<file path="src/rtl/ambr_pkg.sv">
// ----------------------------------------------------------------------------
// ambr_pkg
// Shared types, constants and register map of the ambient/motion LED dimmer.
// ----------------------------------------------------------------------------
package ambr_pkg;

  // field widths
  localparam int unsigned LUX_W   = 16;
  localparam int unsigned LEVEL_W = 8;
  localparam int unsigned TIME_W  = 32;
  localparam int unsigned OP_W    = 2;
  localparam int unsigned STEP_W  = 7;
  localparam int unsigned SQ_W    = 14;  // holds 126^2
  localparam int unsigned NUM_W   = LEVEL_W + SQ_W;
  localparam int unsigned FRAC_W  = 22;  // reciprocal scale, >= NUM_W
  localparam int unsigned RECIP_W = FRAC_W + 1;
  localparam int unsigned PROD_W  = NUM_W + RECIP_W;

  // configuration port
  localparam int unsigned DATA_W  = 32;
  localparam int unsigned ADDR_W  = 5;
  localparam int unsigned INDEX_W = 3;

  localparam logic [INDEX_W-1:0] REG_LUX_OFF    = 3'd0;
  localparam logic [INDEX_W-1:0] REG_LUX_MID    = 3'd1;
  localparam logic [INDEX_W-1:0] REG_LUX_LOW    = 3'd2;
  localparam logic [INDEX_W-1:0] REG_LVL_BRIGHT = 3'd3;
  localparam logic [INDEX_W-1:0] REG_LVL_MEDIUM = 3'd4;
  localparam logic [INDEX_W-1:0] REG_LVL_DARK   = 3'd5;
  localparam logic [INDEX_W-1:0] REG_FULL_LEVEL = 3'd6;
  localparam logic [INDEX_W-1:0] REG_TIMEOUT    = 3'd7;

  localparam logic [LUX_W-1:0]   RST_LUX_OFF    = 16'd500;
  localparam logic [LUX_W-1:0]   RST_LUX_MID    = 16'd300;
  localparam logic [LUX_W-1:0]   RST_LUX_LOW    = 16'd100;
  localparam logic [LEVEL_W-1:0] RST_LVL_BRIGHT = 8'd50;
  localparam logic [LEVEL_W-1:0] RST_LVL_MEDIUM = 8'd80;
  localparam logic [LEVEL_W-1:0] RST_LVL_DARK   = 8'd110;
  localparam logic [LEVEL_W-1:0] RST_FULL_LEVEL = 8'd255;
  localparam logic [TIME_W-1:0]  RST_TIMEOUT    = 32'd5000;

  // ramp lengths, valid range 1..126
  localparam int unsigned UP_STEPS_DEF   = 40;
  localparam int unsigned DOWN_STEPS_DEF = 60;

  // opcodes
  localparam logic [OP_W-1:0] OP_TRIGGER = 2'd0;
  localparam logic [OP_W-1:0] OP_CANCEL  = 2'd1;
  localparam logic [OP_W-1:0] OP_TICK    = 2'd2;

  typedef struct packed {
    logic [OP_W-1:0]   opcode;
    logic [TIME_W-1:0] time_ms;
    logic [LUX_W-1:0]  lux;
  } in_t;

  typedef struct packed {
    logic [LEVEL_W-1:0] level;
    logic               motion_active;
  } out_t;

  typedef struct packed {
    logic [LUX_W-1:0]   lux_off_threshold;
    logic [LUX_W-1:0]   lux_mid_threshold;
    logic [LUX_W-1:0]   lux_low_threshold;
    logic [LEVEL_W-1:0] level_bright_ambient;
    logic [LEVEL_W-1:0] level_medium;
    logic [LEVEL_W-1:0] level_dark;
    logic [LEVEL_W-1:0] full_level;
    logic [TIME_W-1:0]  motion_timeout_ms;
  } cfg_t;

  // controller -> datapath commands
  typedef struct packed {
    logic trig;
    logic cancel;
    logic load;
    logic base;
    logic plan;
    logic sq;
    logic num;
    logic rec;
    logic corr;
    logic emit;
  } cmd_t;

  // datapath -> controller status
  typedef struct packed {
    logic arith;  // plan step needs the curve arithmetic
  } sts_t;

endpackage

</file>
<file path="src/rtl/ambr_regs.sv">
// ----------------------------------------------------------------------------
// ambr_regs
// APB-style configuration registers: thresholds, levels and motion timeout.
// ----------------------------------------------------------------------------
module ambr_regs (
  input  logic                         clk_i,
  input  logic                         rst_ni,
  input  logic                         psel,
  input  logic                         penable,
  input  logic                         pwrite,
  input  logic [ambr_pkg::ADDR_W-1:0]  paddr,
  input  logic [ambr_pkg::DATA_W-1:0]  pwdata,
  output logic [ambr_pkg::DATA_W-1:0]  prdata,
  output logic                         pready,
  output ambr_pkg::cfg_t               cfg_o
);

  ambr_pkg::cfg_t                 cfg_q;
  logic                           wr_en;
  logic [ambr_pkg::INDEX_W-1:0]   idx;

  assign pready = 1'b1;
  assign wr_en  = psel && penable && pwrite && pready;
  assign idx    = paddr[ambr_pkg::ADDR_W-1:2];
  assign cfg_o  = cfg_q;

  always_ff @(posedge clk_i or negedge rst_ni) begin
    if (!rst_ni) begin
      cfg_q.lux_off_threshold    <= ambr_pkg::RST_LUX_OFF;
      cfg_q.lux_mid_threshold    <= ambr_pkg::RST_LUX_MID;
      cfg_q.lux_low_threshold    <= ambr_pkg::RST_LUX_LOW;
      cfg_q.level_bright_ambient <= ambr_pkg::RST_LVL_BRIGHT;
      cfg_q.level_medium         <= ambr_pkg::RST_LVL_MEDIUM;
      cfg_q.level_dark           <= ambr_pkg::RST_LVL_DARK;
      cfg_q.full_level           <= ambr_pkg::RST_FULL_LEVEL;
      cfg_q.motion_timeout_ms    <= ambr_pkg::RST_TIMEOUT;
    end else if (wr_en) begin
      unique case (idx)
        ambr_pkg::REG_LUX_OFF:    cfg_q.lux_off_threshold    <= pwdata[ambr_pkg::LUX_W-1:0];
        ambr_pkg::REG_LUX_MID:    cfg_q.lux_mid_threshold    <= pwdata[ambr_pkg::LUX_W-1:0];
        ambr_pkg::REG_LUX_LOW:    cfg_q.lux_low_threshold    <= pwdata[ambr_pkg::LUX_W-1:0];
        ambr_pkg::REG_LVL_BRIGHT: cfg_q.level_bright_ambient <= pwdata[ambr_pkg::LEVEL_W-1:0];
        ambr_pkg::REG_LVL_MEDIUM: cfg_q.level_medium         <= pwdata[ambr_pkg::LEVEL_W-1:0];
        ambr_pkg::REG_LVL_DARK:   cfg_q.level_dark           <= pwdata[ambr_pkg::LEVEL_W-1:0];
        ambr_pkg::REG_FULL_LEVEL: cfg_q.full_level           <= pwdata[ambr_pkg::LEVEL_W-1:0];
        ambr_pkg::REG_TIMEOUT:    cfg_q.motion_timeout_ms    <= pwdata[ambr_pkg::TIME_W-1:0];
        default: ;
      endcase
    end
  end

  always_comb begin
    prdata = '0;
    unique case (idx)
      ambr_pkg::REG_LUX_OFF:    prdata = ambr_pkg::DATA_W'(cfg_q.lux_off_threshold);
      ambr_pkg::REG_LUX_MID:    prdata = ambr_pkg::DATA_W'(cfg_q.lux_mid_threshold);
      ambr_pkg::REG_LUX_LOW:    prdata = ambr_pkg::DATA_W'(cfg_q.lux_low_threshold);
      ambr_pkg::REG_LVL_BRIGHT: prdata = ambr_pkg::DATA_W'(cfg_q.level_bright_ambient);
      ambr_pkg::REG_LVL_MEDIUM: prdata = ambr_pkg::DATA_W'(cfg_q.level_medium);
      ambr_pkg::REG_LVL_DARK:   prdata = ambr_pkg::DATA_W'(cfg_q.level_dark);
      ambr_pkg::REG_FULL_LEVEL: prdata = ambr_pkg::DATA_W'(cfg_q.full_level);
      ambr_pkg::REG_TIMEOUT:    prdata = ambr_pkg::DATA_W'(cfg_q.motion_timeout_ms);
      default:                  prdata = '0;
    endcase
  end

endmodule

</file>
<file path="src/rtl/ambr_ctrl.sv">
// ----------------------------------------------------------------------------
// ambr_ctrl
// Sequencer: takes input words, steps the datapath through a tick, and owns
// the output valid flag.
// ----------------------------------------------------------------------------
module ambr_ctrl (
  input  logic                          clk_i,
  input  logic                          rst_ni,
  input  logic                          in_valid_i,
  output logic                          in_ready_o,
  input  logic [ambr_pkg::OP_W-1:0]     opcode_i,
  output logic                          out_valid_o,
  input  logic                          out_ready_i,
  input  ambr_pkg::sts_t                sts_i,
  output ambr_pkg::cmd_t                cmd_o
);

  localparam logic [2:0] S_IDLE = 3'd0;
  localparam logic [2:0] S_BASE = 3'd1;
  localparam logic [2:0] S_PLAN = 3'd2;
  localparam logic [2:0] S_SQ   = 3'd3;
  localparam logic [2:0] S_NUM  = 3'd4;
  localparam logic [2:0] S_REC  = 3'd5;
  localparam logic [2:0] S_CORR = 3'd6;
  localparam logic [2:0] S_OUT  = 3'd7;

  logic [2:0] state_q, state_d;
  logic       out_valid_q, out_valid_d;

  assign in_ready_o  = (state_q == S_IDLE);
  assign out_valid_o = out_valid_q;

  always_comb begin
    state_d     = state_q;
    cmd_o       = '0;
    out_valid_d = out_valid_q && !out_ready_i;
    unique case (state_q)
      S_IDLE: begin
        if (in_valid_i) begin
          unique case (opcode_i)
            ambr_pkg::OP_TRIGGER: cmd_o.trig   = 1'b1;
            ambr_pkg::OP_CANCEL:  cmd_o.cancel = 1'b1;
            ambr_pkg::OP_TICK: begin
              cmd_o.load = 1'b1;
              state_d    = S_BASE;
            end
            default: ;  // unused opcode: dropped
          endcase
        end
      end
      S_BASE: begin
        cmd_o.base = 1'b1;
        state_d    = S_PLAN;
      end
      S_PLAN: begin
        cmd_o.plan = 1'b1;
        state_d    = sts_i.arith ? S_SQ : S_OUT;
      end
      S_SQ: begin
        cmd_o.sq = 1'b1;
        state_d  = S_NUM;
      end
      S_NUM: begin
        cmd_o.num = 1'b1;
        state_d   = S_REC;
      end
      S_REC: begin
        cmd_o.rec = 1'b1;
        state_d   = S_CORR;
      end
      S_CORR: begin
        cmd_o.corr = 1'b1;
        state_d    = S_OUT;
      end
      S_OUT: begin
        // output slot free or being drained this cycle
        if (!out_valid_q || out_ready_i) begin
          cmd_o.emit  = 1'b1;
          out_valid_d = 1'b1;
          state_d     = S_IDLE;
        end
      end
      default: state_d = S_IDLE;
    endcase
  end

  always_ff @(posedge clk_i or negedge rst_ni) begin
    if (!rst_ni) begin
      state_q     <= S_IDLE;
      out_valid_q <= 1'b0;
    end else begin
      state_q     <= state_d;
      out_valid_q <= out_valid_d;
    end
  end

endmodule

</file>
<file path="src/rtl/ambr_dp.sv">
// ----------------------------------------------------------------------------
// ambr_dp
// Datapath: motion flag, lux banding, ramp bookkeeping and the curve
// arithmetic floor(diff*sq/N^2) via a reciprocal multiply plus one correction.
// ----------------------------------------------------------------------------
module ambr_dp #(
  parameter int unsigned UP_STEPS   = ambr_pkg::UP_STEPS_DEF,
  parameter int unsigned DOWN_STEPS = ambr_pkg::DOWN_STEPS_DEF
) (
  input  logic            clk_i,
  input  logic            rst_ni,
  input  ambr_pkg::cfg_t  cfg_i,
  input  ambr_pkg::in_t   in_data_i,
  input  ambr_pkg::cmd_t  cmd_i,
  output ambr_pkg::sts_t  sts_o,
  output ambr_pkg::out_t  out_data_o
);

  localparam int unsigned LW = ambr_pkg::LEVEL_W;
  localparam int unsigned SW = ambr_pkg::STEP_W;
  localparam int unsigned QW = ambr_pkg::SQ_W;
  localparam int unsigned NW = ambr_pkg::NUM_W;
  localparam int unsigned RW = ambr_pkg::RECIP_W;
  localparam int unsigned PW = ambr_pkg::PROD_W;
  localparam int unsigned FW = ambr_pkg::FRAC_W;

  localparam logic [SW-1:0] UP_LIM   = SW'(UP_STEPS);
  localparam logic [SW-1:0] DN_LIM   = SW'(DOWN_STEPS);
  localparam logic [QW-1:0] UP_SQ    = QW'(UP_STEPS * UP_STEPS);
  localparam logic [QW-1:0] DN_SQ    = QW'(DOWN_STEPS * DOWN_STEPS);
  localparam logic [RW-1:0] UP_RECIP = RW'((2 ** FW) / (UP_STEPS * UP_STEPS));
  localparam logic [RW-1:0] DN_RECIP = RW'((2 ** FW) / (DOWN_STEPS * DOWN_STEPS));

  // architectural state
  logic                               motion_q;
  logic [ambr_pkg::TIME_W-1:0]        last_q;
  logic [LW-1:0]                      cur_q;
  logic [LW-1:0]                      start_q;
  logic [SW-1:0]                      step_q;
  logic                               up_q, dn_q;

  // per-tick working registers
  logic [ambr_pkg::TIME_W-1:0]        time_q;
  logic [ambr_pkg::LUX_W-1:0]         lux_q;
  logic [LW-1:0]                      base_q;
  logic [LW-1:0]                      diff_q;
  logic [SW-1:0]                      s_q;
  logic                               dir_up_q;
  logic [QW-1:0]                      sq_q;
  logic [NW-1:0]                      num_q;
  logic [LW-1:0]                      q0_q;
  ambr_pkg::out_t                     out_q;

  // base level and timeout
  logic [LW-1:0]                      base_d;
  logic [ambr_pkg::TIME_W-1:0]        elapsed;
  logic                               expire;

  always_comb begin
    if (lux_q >= cfg_i.lux_off_threshold) begin
      base_d = '0;
    end else if (lux_q >= cfg_i.lux_mid_threshold) begin
      base_d = cfg_i.level_bright_ambient;
    end else if (lux_q >= cfg_i.lux_low_threshold) begin
      base_d = cfg_i.level_medium;
    end else begin
      base_d = cfg_i.level_dark;
    end
  end

  assign elapsed = time_q - last_q;  // wraps mod 2^32
  assign expire  = motion_q && (elapsed > cfg_i.motion_timeout_ms);

  // ramp planning
  logic [LW-1:0] target;
  logic          start_up, start_dn;
  logic          gu, gd;
  logic [SW-1:0] step0, step1;
  logic [LW-1:0] sl;
  logic          up_d, dn_d, arith_d, dir_up_d;
  logic [SW-1:0] step_d, s_d;
  logic [LW-1:0] cur_d, diff_d;

  always_comb begin
    target   = ((base_q != '0) && motion_q) ? cfg_i.full_level : base_q;
    start_up = (target > cur_q) && !up_q;
    start_dn = (target < cur_q) && !dn_q;
    gu       = start_up ? 1'b1 : (start_dn ? 1'b0 : up_q);
    gd       = start_dn ? 1'b1 : (start_up ? 1'b0 : dn_q);
    step0    = (start_up || start_dn) ? '0 : step_q;
    sl       = (start_up || start_dn) ? cur_q : start_q;
    step1    = step0 + SW'(1);

    up_d     = gu;
    dn_d     = gd;
    step_d   = step0;
    cur_d    = cur_q;
    arith_d  = 1'b0;
    dir_up_d = 1'b1;
    diff_d   = '0;
    s_d      = '0;

    if (gu && (cur_q < target)) begin
      step_d = step1;
      if (step1 <= UP_LIM) begin
        arith_d  = 1'b1;
        dir_up_d = 1'b1;
        diff_d   = (target > sl) ? target - sl : '0;
        s_d      = step1;
      end else begin
        cur_d = target;
        up_d  = 1'b0;
      end
    end else if (gd && (cur_q > target)) begin
      step_d = step1;
      if (step1 <= DN_LIM) begin
        arith_d  = 1'b1;
        dir_up_d = 1'b0;
        diff_d   = (sl > target) ? sl - target : '0;
        s_d      = DN_LIM - step1;  // steps remaining
      end else begin
        cur_d = target;
        dn_d  = 1'b0;
      end
    end else begin
      up_d = 1'b0;
      dn_d = 1'b0;
    end
  end

  assign sts_o.arith = arith_d;

  // curve arithmetic
  logic [QW-1:0] sqr;
  logic [QW-1:0] sq_d;
  logic [NW-1:0] num_d;
  logic [PW-1:0] prod;
  logic [QW-1:0] divisor;
  logic [NW-1:0] qd;
  logic [NW-1:0] rem;
  logic [LW-1:0] q;
  logic [LW-1:0] curve_lvl;

  assign sqr   = QW'(s_q) * QW'(s_q);
  // falling ramp uses N^2 - rem^2
  assign sq_d  = dir_up_q ? sqr : DN_SQ - sqr;
  assign num_d = NW'(diff_q) * NW'(sq_q);
  assign prod  = PW'(num_q) * PW'(dir_up_q ? UP_RECIP : DN_RECIP);

  // reciprocal estimate is exact or one low
  assign divisor   = dir_up_q ? UP_SQ : DN_SQ;
  assign qd        = NW'(q0_q) * NW'(divisor);
  assign rem       = num_q - qd;
  assign q         = (rem >= NW'(divisor)) ? q0_q + LW'(1) : q0_q;
  assign curve_lvl = dir_up_q ? start_q + q : start_q - q;

  always_ff @(posedge clk_i or negedge rst_ni) begin
    if (!rst_ni) begin
      motion_q <= 1'b0;
      last_q   <= '0;
      cur_q    <= '0;
      start_q  <= '0;
      step_q   <= '0;
      up_q     <= 1'b0;
      dn_q     <= 1'b0;
    end else begin
      if (cmd_i.trig) begin
        motion_q <= 1'b1;
        last_q   <= in_data_i.time_ms;
      end
      if (cmd_i.cancel) begin
        motion_q <= 1'b0;
      end
      if (cmd_i.base && expire) begin
        motion_q <= 1'b0;
      end
      if (cmd_i.plan) begin
        up_q    <= up_d;
        dn_q    <= dn_d;
        step_q  <= step_d;
        start_q <= sl;
        cur_q   <= cur_d;
      end
      if (cmd_i.corr) begin
        cur_q <= curve_lvl;
      end
    end
  end

  always_ff @(posedge clk_i) begin
    if (cmd_i.load) begin
      time_q <= in_data_i.time_ms;
      lux_q  <= in_data_i.lux;
    end
    if (cmd_i.base) begin
      base_q <= base_d;
    end
    if (cmd_i.plan) begin
      diff_q   <= diff_d;
      s_q      <= s_d;
      dir_up_q <= dir_up_d;
    end
    if (cmd_i.sq) begin
      sq_q <= sq_d;
    end
    if (cmd_i.num) begin
      num_q <= num_d;
    end
    if (cmd_i.rec) begin
      q0_q <= prod[FW+LW-1:FW];
    end
    if (cmd_i.emit) begin
      out_q.level         <= cur_q;
      out_q.motion_active <= motion_q;
    end
  end

  assign out_data_o = out_q;

endmodule

</file>
<file path="src/rtl/ambient_motion_brightness_ramp_top.sv">
// Trigger and cancel words finish in their accept cycle and give no result.
// A tick steps through base and plan, then, when a curve point is needed, through
// square, product, reciprocal multiply and fix-up; it holds until the output is free.
// A new word is taken the cycle after the result is registered: a tick must
// finish before the next word is taken, as the sequencer only accepts when idle.
// rst_ni clears config to defaults, the motion flag, the level and ramp state.
// ----------------------------------------------------------------------------
// ambient_motion_brightness_ramp_top
// LED dimmer driven by ambient lux and motion, with square-law ramps.
// ----------------------------------------------------------------------------
module ambient_motion_brightness_ramp_top #(
  parameter int unsigned UP_STEPS   = ambr_pkg::UP_STEPS_DEF,
  parameter int unsigned DOWN_STEPS = ambr_pkg::DOWN_STEPS_DEF
) (
  input  logic                         clk_i,
  input  logic                         rst_ni,
  input  logic                         in_valid_i,
  output logic                         in_ready_o,
  input  ambr_pkg::in_t                in_data_i,
  output logic                         out_valid_o,
  input  logic                         out_ready_i,
  output ambr_pkg::out_t               out_data_o,
  input  logic                         psel,
  input  logic                         penable,
  input  logic                         pwrite,
  input  logic [ambr_pkg::ADDR_W-1:0]  paddr,
  input  logic [ambr_pkg::DATA_W-1:0]  pwdata,
  output logic [ambr_pkg::DATA_W-1:0]  prdata,
  output logic                         pready
);

  ambr_pkg::cfg_t cfg;
  ambr_pkg::cmd_t cmd;
  ambr_pkg::sts_t sts;

  ambr_regs u_regs (
    .clk_i   (clk_i),
    .rst_ni  (rst_ni),
    .psel    (psel),
    .penable (penable),
    .pwrite  (pwrite),
    .paddr   (paddr),
    .pwdata  (pwdata),
    .prdata  (prdata),
    .pready  (pready),
    .cfg_o   (cfg)
  );

  ambr_ctrl u_ctrl (
    .clk_i       (clk_i),
    .rst_ni      (rst_ni),
    .in_valid_i  (in_valid_i),
    .in_ready_o  (in_ready_o),
    .opcode_i    (in_data_i.opcode),
    .out_valid_o (out_valid_o),
    .out_ready_i (out_ready_i),
    .sts_i       (sts),
    .cmd_o       (cmd)
  );

  ambr_dp #(
    .UP_STEPS   (UP_STEPS),
    .DOWN_STEPS (DOWN_STEPS)
  ) u_dp (
    .clk_i      (clk_i),
    .rst_ni     (rst_ni),
    .cfg_i      (cfg),
    .in_data_i  (in_data_i),
    .cmd_i      (cmd),
    .sts_o      (sts),
    .out_data_o (out_data_o)
  );

`ifndef SYNTHESIS
  // at most one datapath command per cycle
  a_cmd_onehot: assert property (@(posedge clk_i) disable iff (!rst_ni)
    $onehot0(cmd))
    else $error("multiple datapath commands");

  // an accepted tick keeps the block busy
  a_tick_busy: assert property (@(posedge clk_i) disable iff (!rst_ni)
    in_valid_i && in_ready_o && (in_data_i.opcode == ambr_pkg::OP_TICK) |=> !in_ready_o)
    else $error("ready after tick accept");

  // trigger, cancel and unused words finish in the accept cycle
  a_short_ops: assert property (@(posedge clk_i) disable iff (!rst_ni)
    in_valid_i && in_ready_o && (in_data_i.opcode != ambr_pkg::OP_TICK) |=> in_ready_o)
    else $error("non-tick word stalled the block");

  // a result only appears after the datapath captured it
  a_emit_src: assert property (@(posedge clk_i) disable iff (!rst_ni)
    $rose(out_valid_o) |-> $past(cmd.emit))
    else $error("output valid without emit");
`endif

endmodule
</file>
<file path="config.mk">
export PLATFORM = sky130hd
export DESIGN_NAME = ambient_motion_brightness_ramp_top
export DESIGN_NICKNAME = d
export VERILOG_FILES = /design/src/rtl/ambr_pkg.sv /design/src/rtl/ambr_regs.sv /design/src/rtl/ambr_ctrl.sv /design/src/rtl/ambr_dp.sv /design/src/rtl/ambient_motion_brightness_ramp_top.sv
export SDC_FILE = /design/constraint.sdc
export NUM_CORES = 1
export LEC_CHECK = 0
export CAP_MARGIN = 15
export CORE_UTILIZATION = 39
export CTS_CLUSTER_SIZE = 28
export DETAILED_ROUTE_END_ITERATION = 16
export DONT_BUFFER_PORTS = 1
export PLACE_DENSITY = 0.54
export SYNTH_ARGS = -nofsm -noshare
export SYNTH_HDL_FRONTEND = slang
export SYNTH_HIERARCHICAL = 1
export SYNTH_SLANG_ARGS = --single-unit
</file>
<file path="constraint.sdc">
create_clock -name clk_i -period 7.75 [get_ports clk_i]
set_input_delay 0.775 -clock clk_i [delete_from_list [all_inputs] [get_ports clk_i]]
set_output_delay 0.775 -clock clk_i [all_outputs]
set_load 0.1 [all_outputs]
</file>
Yosys cells after proc, flatten, opt, wreduce, memory -nomap -nowiden
Cells that the tools add are included. Widths: inputs -> output; s select.

Output and inout port bits: 44. Memories kept: 0. Logic and storage cells: 178. ROM bits: 0. Flip-flop bits (word level): 299. Latch bits: 0. Memory bits (writable): 0.

Shift-type cells: 0. Add/subtract/negate cells: 10. Mux-type cells: 67. Div/mod/pow operators: 0. $mul: 4. Magnitude comparators: 13. Reductions and logical operators: 34. Bitwise gates (word level): 1. Equal/unequal tests: 21.

Operators by type and width (count): $pmux 32 s8 (1); $mux 8 (18); $mux 7 (7); $ge 16x16->1 (3); $mul 22x45->30 (1); $mul 8x14->22 (2); $gt 32x32->1 (1); $gt 8x8->1 (4); $sub 32x32->32 (1); $mux 1 (31); $eq 3x3->1 const B (8); $mux 12 (2); $pmux 3 s8 (1); $sub 8x8->8 (3); $ge 22x14->1 (1); $sub 22x22->22 (1); $mux 3 (6); $lt 8x8->1 (2); $reduce_and 2->1 (8); $le 7x6->1 const B (2); $mul 7x7->14 (1); $mux 14 (1); $sub 12x14->14 const A (1); $eq 3x2->1 const B (4); 23 further kinds (40).

Depth between registers and ports, before layout
Gate-level depths: netlist of the first run.

Depth in word-level cells: 14. Gate-level depth with buffers: 37.

By module
The synthesis of the first run kept the hierarchy.

Modules (own cells, without submodules): ambr_dp (cells each 2521, sequential area each 5205.0 um^2, instances 1, area an instance 23926.7 um^2); ambr_regs (cells each 410, sequential area each 2847.7 um^2, instances 1, area an instance 5201.2 um^2); ambr_ctrl (cells each 34, sequential area each 100.1 um^2, instances 1, area an instance 296.5 um^2).

Worst setup path after synthesis of the first run
OpenSTA, ideal clock, no wires.

Path type: reg-to-reg. Start point: register u_dp.dir_up_q. End point: register u_dp.cur_q[7]. Arrival time: 7.702 ns. Setup slack: -0.082 ns. Period minus slack after synthesis: 7.832 ns. Cell stages (with the launch flop): 36. Library setup time: 0.131 ns. Cell sequence: edfxtp_1 clkbuf_1 buf_1 buf_1 nor2_1 fa_1 ha_1 inv_1 fa_1 inv_1 fa_1 inv_1 ha_1 and2_1 a22oi_1 a31oi_1 o31a_1 o211a_1 or2_2 nor2_4 mux2i_1 ha_1 nand4_1 or3_1 o311ai_1 nor2_1 xnor2_1 ha_1 o21a_1 o21ai_0 nand2b_1 a21oi_1 xnor2_1 xnor2_1 a211oi_1 o31ai_2.

Word-level cells in the longest chain between the ends: 8.

RTL lines: from (decl) (line ambr_dp.sv:48) `logic dir_up_q;`; from (signal assigned) (line ambr_dp.sv:201) `dir_up_q <= dir_up_d;`; $mux 12 (line ambr_dp.sv:151) `assign divisor = dir_up_q ? UP_SQ : DN_SQ;`; $mul 8x14->22 (line ambr_dp.sv:152) `assign qd = NW'(q0_q) * NW'(divisor);`; $sub 22x22->22 (line ambr_dp.sv:153) `assign rem = num_q - qd;`; $ge 22x14->1 (line ambr_dp.sv:154) `assign q = (rem >= NW'(divisor)) ? q0_q + LW'(1) : q0_q;`; $mux 8 (line ambr_dp.sv:154); $sub 8x8->8 / $add 8x8->8 (equally long branches) (line ambr_dp.sv:155) `assign curve_lvl = dir_up_q ? start_q + q : start_q - q;`; $mux 8 (*) (line ambr_dp.sv:155); $mux 8 (*) (line ambr_dp.sv:184) `if (cmd_i.corr) begin`; to (signal assigned) (line ambr_dp.sv:182) `cur_q <= cur_d;`; to (signal assigned) (line ambr_dp.sv:185) `cur_q <= curve_lvl;`; to (decl) (line ambr_dp.sv:37) `logic [LW-1:0] cur_q;`.

Every way passes the cells marked *; elsewhere a longest branch is shown, timed or not. A chain may end at the register's enable or synchronous reset.

Final worst setup path of the first run
Start point: register u_dp.q0_q[0]. End point: register u_dp.cur_q[7].

Word-level cells in the longest chain between the ends: 7.

RTL lines: from (decl) (line ambr_dp.sv:51) `logic [LW-1:0] q0_q;`; from (signal assigned) (line ambr_dp.sv:210) `q0_q <= prod[FW+LW-1:FW];`; $mul 8x14->22 (line ambr_dp.sv:152); $sub 22x22->22 (line ambr_dp.sv:153); $ge 22x14->1 (line ambr_dp.sv:154); $mux 8 (*) (line ambr_dp.sv:154); $sub 8x8->8 / $add 8x8->8 (equally long branches) (line ambr_dp.sv:155); $mux 8 (*) (line ambr_dp.sv:155); $mux 8 (*) (line ambr_dp.sv:184).

Marked as above.

==> run metrics, run 1 <==
outcome=finished clean; Crit Path Max Fanout=4; die area=roughly 0.077 sq mm; EDFF count, synth=approximately 130; die height=between 200 and 300 microns; R2R depth=35; Seq/Total Area, Yosys=between 20% and 30%; row count=100; CORE AREA=approximately 0.075 sq mm; Mean Syn Cell Area=between 9 and 10 sq um; required time of the critical path=about 8200 ps; worst hold-check path type=in -> async; clock tree buffer depth=3; Area Growth Syn to Fin=10.8%; clock skew=43.8 ps; share of cells above drive strength 1=approximately 14%; Final Slew Violations=0; reg2reg setup slack=250 ps; diode count=0; Initial Util=a little under 40%; grt total ovfl=0; vias in the first global route=between 20k and 25k; Yosys cell types=between 90 and 100; Fin. Hold Viols=0; Root Driver=clkbuf_16; Post-Syn Area=about 0.029 sq mm; cts bufs inserted=39; Post-Syn Instances=roughly 3.0k; setup violators final=0; biggest cell delay along the critical path=550 ps; Synth Warn #=6; startpoint types=register; Finished Core Util=between 40% and 50%; H-tree depth=2; Most used DFF post-synth=dfrtp_1; FFs w/ async S/R, synth=58.2%; Max-Cap Viols=0; FF+latch count, synth=around 300; fmax=about 0.13 GHz; total global-route track usage=a little under a fifth; # DRC=0; # IOs=~140; layout net count=between 3k and 4k; WS Path Type=reg -> reg; CTS tree=yes; DRT iter0 DRCs=between 900 and 1k; total wire length=about 70 mm; Least-Margin Pin Slew=~1100 ps; CTS Sinks=between 200 and 300; arrival time at the worst endpoint=around 8000 ps; Design Area, Final=about 0.033 sq mm; first-pass GRT wire length=about 110 mm; antenna-violating nets left=0; min Tclk post-route=7500 ps; Slew headroom=approximately a quarter; worst hold margin=between 60 and 70 ps; largest net degree at the start of global routing=139; DP Area=~0.031 sq mm; most frequent CP cell=inv_2; R2R Path Start=u_dp/q0_q[0]; number of I/O port buffers=0; Routed WL per cell=17.3 microns; initial antenna violation count=1; via count=20.7k; first-pass iteration count of the detailed router=5; CP endpoint kind=register; clk slew on worst S/H paths=about 60 ps; crit share post-route=around 97%; routability cong.=~0.86; via/cell ratio=5.18; Die X=roughly 280 microns; dpl hpwl=54.0 mm; Slowest cell on crit path=fa_1; Skew-Pair Late Insertion Delay=580 ps; RR Endpoint=u_dp/cur_q[7]
[final cells by class]
type,count,area [sq um]
Inverter,470,1770
Sequential cell,299,8150
Clock buffer,50,1060
Fill cell,7164,42000
Timing Repair Buffer,72,598
Tap cell,969,1210
Clock inverter,22,349
Multi-Input combinational cell,2104,19500
[metal layers]
| layer | GRT usage [%] | vias up | wire, microns |
|---|---|---|---|
| li1 | - | 10000 | - |
| met1 | 22.7 | 10200 | 30000 |
| met2 | 32.2 | 324 | 34500 |
| met3 | 3.23 | 76 | 2860 |
| met4 | 4.93 | 2 | 1450 |
| met5 | 0 | - | 13 |
[critical path: cells and delay by family, from the launching register on]
family	cells	cell delay, ps
xor+xnor	4	570
fa+ha+maj	8	2740
buf+inv	5	230
compound gates	8	1410
simple gates	9	1850
mux	1	270
flops	1	370
[Yosys cell counts, drive strengths merged (30+ instances only)]
cell	number	area share (%)
o21ai	122	2.1
mux2	139	5.3
dfstp	36	3.2
mux2i	45	1.5
o21a	30	0.77
nand2	183	2.3
edfxtp	125	13
xnor2	80	2.4
nor2b	50	1.1
nand3	31	0.54
xor2	31	0.95
fa	229	16
ha	383	16
a21oi	137	2.3
inv	469	6.0
dfrtp	138	12
clkbuf	67	0.85
and2	96	2.0
a21o	47	1.2
nor2	174	2.3
[flip-flops by register name (all words and copies together) (netlist names)]
name,cells
u_dp/time_q,32
u_dp/s_q,7
u_dp/cur_q,8
u_dp/lux_q,16
u_dp/step_q,7
u_dp/dn_q,1
u_dp/last_q,32
u_dp/q0_q,8
u_dp/base_q,8
u_dp/out_data_o,9
u_dp/start_q,8
u_dp/up_q,1
u_dp/diff_q,8
u_dp/dir_up_q,1
u_regs/cfg_o,112
u_dp/sq_q,14
u_ctrl/out_valid_o,1
u_dp/num_q,22
u_dp/motion_q,1
u_ctrl/state_q,3
[how the worst max path moves through the flow]
stage                  start       endpoint  slack [ps]  cells after the start
3_5_place_dp   u_dp/dir_up_q  u_dp/cur_q[7]        -140                     34
4_1_cts        u_dp/dir_up_q  u_dp/cur_q[7]           3                     34
2_1_floorplan  u_dp/dir_up_q  u_dp/cur_q[7]          20                     35
3_3_place_gp   u_dp/dir_up_q  u_dp/cur_q[7]         130                     32
5_1_grt        u_dp/dir_up_q  u_dp/cur_q[7]        -110                     34
6_report        u_dp/q0_q[0]  u_dp/cur_q[7]         250                     35
[repair_timing]
item,CTS,global route
buffers inserted,1,18
endpoints found under the hold margin,138,0
hold buffers,1,0
pin swaps,1,39
gates resized for setup,1,74
setup endpoints to repair,1,1
cloned,0,0
[through the flow]
| stage | instances | TNS (ps) | setup WS (ps) |
|---|---|---|---|
| after global routing | 3986 | -109 | -109 |
| after floorplan | 2967 | 0 | 21.9 |
| final | 3986 | 0 | 251 |
| after CTS | 3967 | 0 | 2.86 |
| after detailed placement | 3893 | -143 | -143 |
| after global placement | 3893 | 0 | 133 |
[cell families (layout without fill, tap and decap cells)]
group,count (synthesis),in the layout,share of synthesized area (%)
mux,184,184,6.85
xor+xnor,111,111,3.33
simple gates,696,696,12.0
buf+inv,564,614,7.37
compound gates,496,496,10.8
fa+ha+maj,612,612,31.9
other cells,3,5,0.0383
flops,299,299,27.7
[cell usage in the layout (no fill, tap or decap), types with 113 or more instances in the layout]
master / count
dfrtp_1: 138
nand2_1: 181
a21oi_1: 127
ha_1: 371
fa_1: 228
nor2_1: 160
edfxtp_1: 125
mux2_2: 128
o21ai_0: 113
inv_1: 464
Power of run 1 is left out: the tool's default activity adds up to more than one toggle a clock period on the data nets, which glitch-free logic cannot reach.
==> run 2: changes to the inputs <==
PLACE_DENSITY = 0.52   (was 0.54)
SYNTH_HIERARCHICAL = unset   (was 1)
clock period = 8.5 ns   (was 7.75 ns; I/O delays follow)
==> run metrics, run 2 <==
vias in the first global route=around 22k; dpl hpwl=~55 mm; EDFF count, synth=around 130; clock skew=37.4 ps; synth top area cells=ha_1 (16%), fa_1 (16%), edfxtp_1 (13%); Setup WS post-layout=approximately 520 ps; first-pass iteration count of the detailed router=5; commonest cells after routing, fill and taps aside=inv_1 (448), ha_1 (377), nand2_1 (256); via/cell ratio=5.19; Slowest cell on crit path=fa_1; # IOs=~140; CP endpoint kind=register; Fin. Hold Viols=0; Root Driver=clkbuf_16; Max-Cap Viols=0; largest net degree at the start of global routing=around 130; Area Growth Syn to Fin=11.3%; top cells by count, synth=inv_1 (449), ha_1 (377), nand2_1 (256); fmax=between 0.1 and 0.15 GHz; FF+latch count, synth=between 200 and 300; arrival time at the worst endpoint=between 8000 and 9000 ps; # DRC=0; max FFs per register=approximately 110; outcome=finished clean; worst hold margin=approximately 160 ps; H-tree depth=2; Routed WL per cell=approximately 18 microns; diode count=0; Post-Syn Area=0.0286 sq mm; count leader, synth=inv_1; footprint of the multi-input gates=roughly 0.019 sq mm; min Tclk post-route=7980 ps; routability cong.=approximately 0.86; crit share post-route=~94%; cts bufs inserted=40; Synth area leader=ha_1; register area=between 0.008 and 0.009 sq mm; via count=20.4k; Synth Warn #=0; Final TNS setup=0 ps; WS Path Type=reg -> reg; Skew-Pair Late Insertion Delay=between 500 and 600 ps; Initial Util=between 30 and 40%; Final Slew Violations=0; fin cells=roughly 3.9k; FFs w/ async S/R, synth=58.2%; setup violators final=0; total wire length=a little under 70 mm; Mean Syn Cell Area=~10 sq um; Setup WS pre-CTS=around 300 ps; most common cell after layout, fill and taps aside=inv_1; biggest cell delay along the critical path=around 530 ps; required time of the critical path=9000 ps; clock tree buffer depth=3; CTS tree=yes; Yosys cell types=80; CTS Sinks=between 200 and 300; Post-Syn Instances=just under 3k; Crit Path Max Fanout=25; layout net count=about 3.6k; share of cells above drive strength 1=a little under an eighth; Least-Margin Pin Slew=1090 ps; die height=roughly 270 microns; clk slew on worst S/H paths=~60 ps; number of I/O port buffers=0; startpoint types=register; grt total ovfl=0; Filler Cell Count=6910; Slew headroom=~26%; Crit path buffers/inverters=6; DRT iter0 DRCs=974; first-pass GRT wire length=about 120 mm; CORE AREA=0.0720 sq mm; Die X=between 200 and 300 microns; initial antenna violation count=0; CP top delay family=adder cells; antenna-violating nets left=0; Most used DFF post-synth=dfrtp_1; Seq/Total Area, Yosys=between 20 and 30%; total global-route track usage=~19%; Yosys top cell area share=roughly 16%; Placed Instances=about 3.8k; worst hold-check path type=in -> async; row count=98; die area=roughly 0.074 sq mm
-- run 2: cell types whose count changed after synthesis, moves of 14 or more --
cell,previous run,this run
nor2b_1,50,36
nor3_1,27,58
o21ai_0,116,157
mux2_2,128,83
a21o_1,47,68
inv_1,468,449
mux2i_1,45,21
o22ai_1,22,7
a31oi_1,9,26
clkbuf_1,67,81
nand2_1,183,256
nor2_1,166,147
-- run 2: repair_timing --
item                                    CTS  global route
buffers inserted                          0             5
hold buffers                              2             0
resized for setup                         0            10
endpoints found under the setup margin    0             1
endpoints found under the hold margin   132             0
-- run 2: worst paths after layout --
check / startpoint / to / slack [ps] / depth (start not counted)
setup / recovery: u_dp.dir_up_q / u_dp.cur_q[7] / 520 / 36
hold / removal: rst_ni / u_regs.cfg_o[9] / 160 / 0
setup reg to reg: u_dp.dir_up_q / u_dp.cur_q[7] / 520 / 36
hold reg to reg: u_dp.last_q[14] / u_dp.last_q[14] / 500 / 1
max in group asynchronous: rst_ni / u_dp.step_q[2] / 7220 / 1
min in group clk_i: in_data_i[14] / u_dp.lux_q[14] / 370 / 0
-- run 2: kinds of logic after synthesis --
| family | synth area share [%] |
|---|---|
| adders and majority gates | 32.5 |
| xor gates and xnor gates | 3.25 |
| buffers and inverters | 7.17 |
| and+or+nand+nor | 12.3 |
| muxes | 4.63 |
| other | 0.0263 |
| AOI/OAI and AO/OA | 11.7 |
| DFF | 28.5 |
-- run 2: layout make-up --
cell class / instances / share of cell area [%]
clock buffers: 52 / 3.48
clock inverters: 20 / 0.731
inverters: 449 / 5.30
multi-input cells: 2093 / 58.5
flip-flops and latches: 299 / 25.6
well taps: 950 / 3.74
repair buffers: 63 / 2.60
-- run 2: metal layers --
layer  GRT usage [%]  vias to the layer above  share of wire [%]
met1            23.8                    10100                 44
met3            3.15                       80                3.8
li1                -                     9889                  -
met5               0                        -                  0
met2            34.7                      285                 50
met4            4.95                        0                2.3
-- run 2: stage by stage --
stage / utilization [%] / instance area (sq um)
after floorplan: - / 28600
after global placement: 42.2 / 30400
after detailed placement: 42.2 / 30400
after CTS: 44.1 / 31700
after global routing: 44.2 / 31800
final: 44.2 / 31800
Power of run 2 is left out for the same reason.
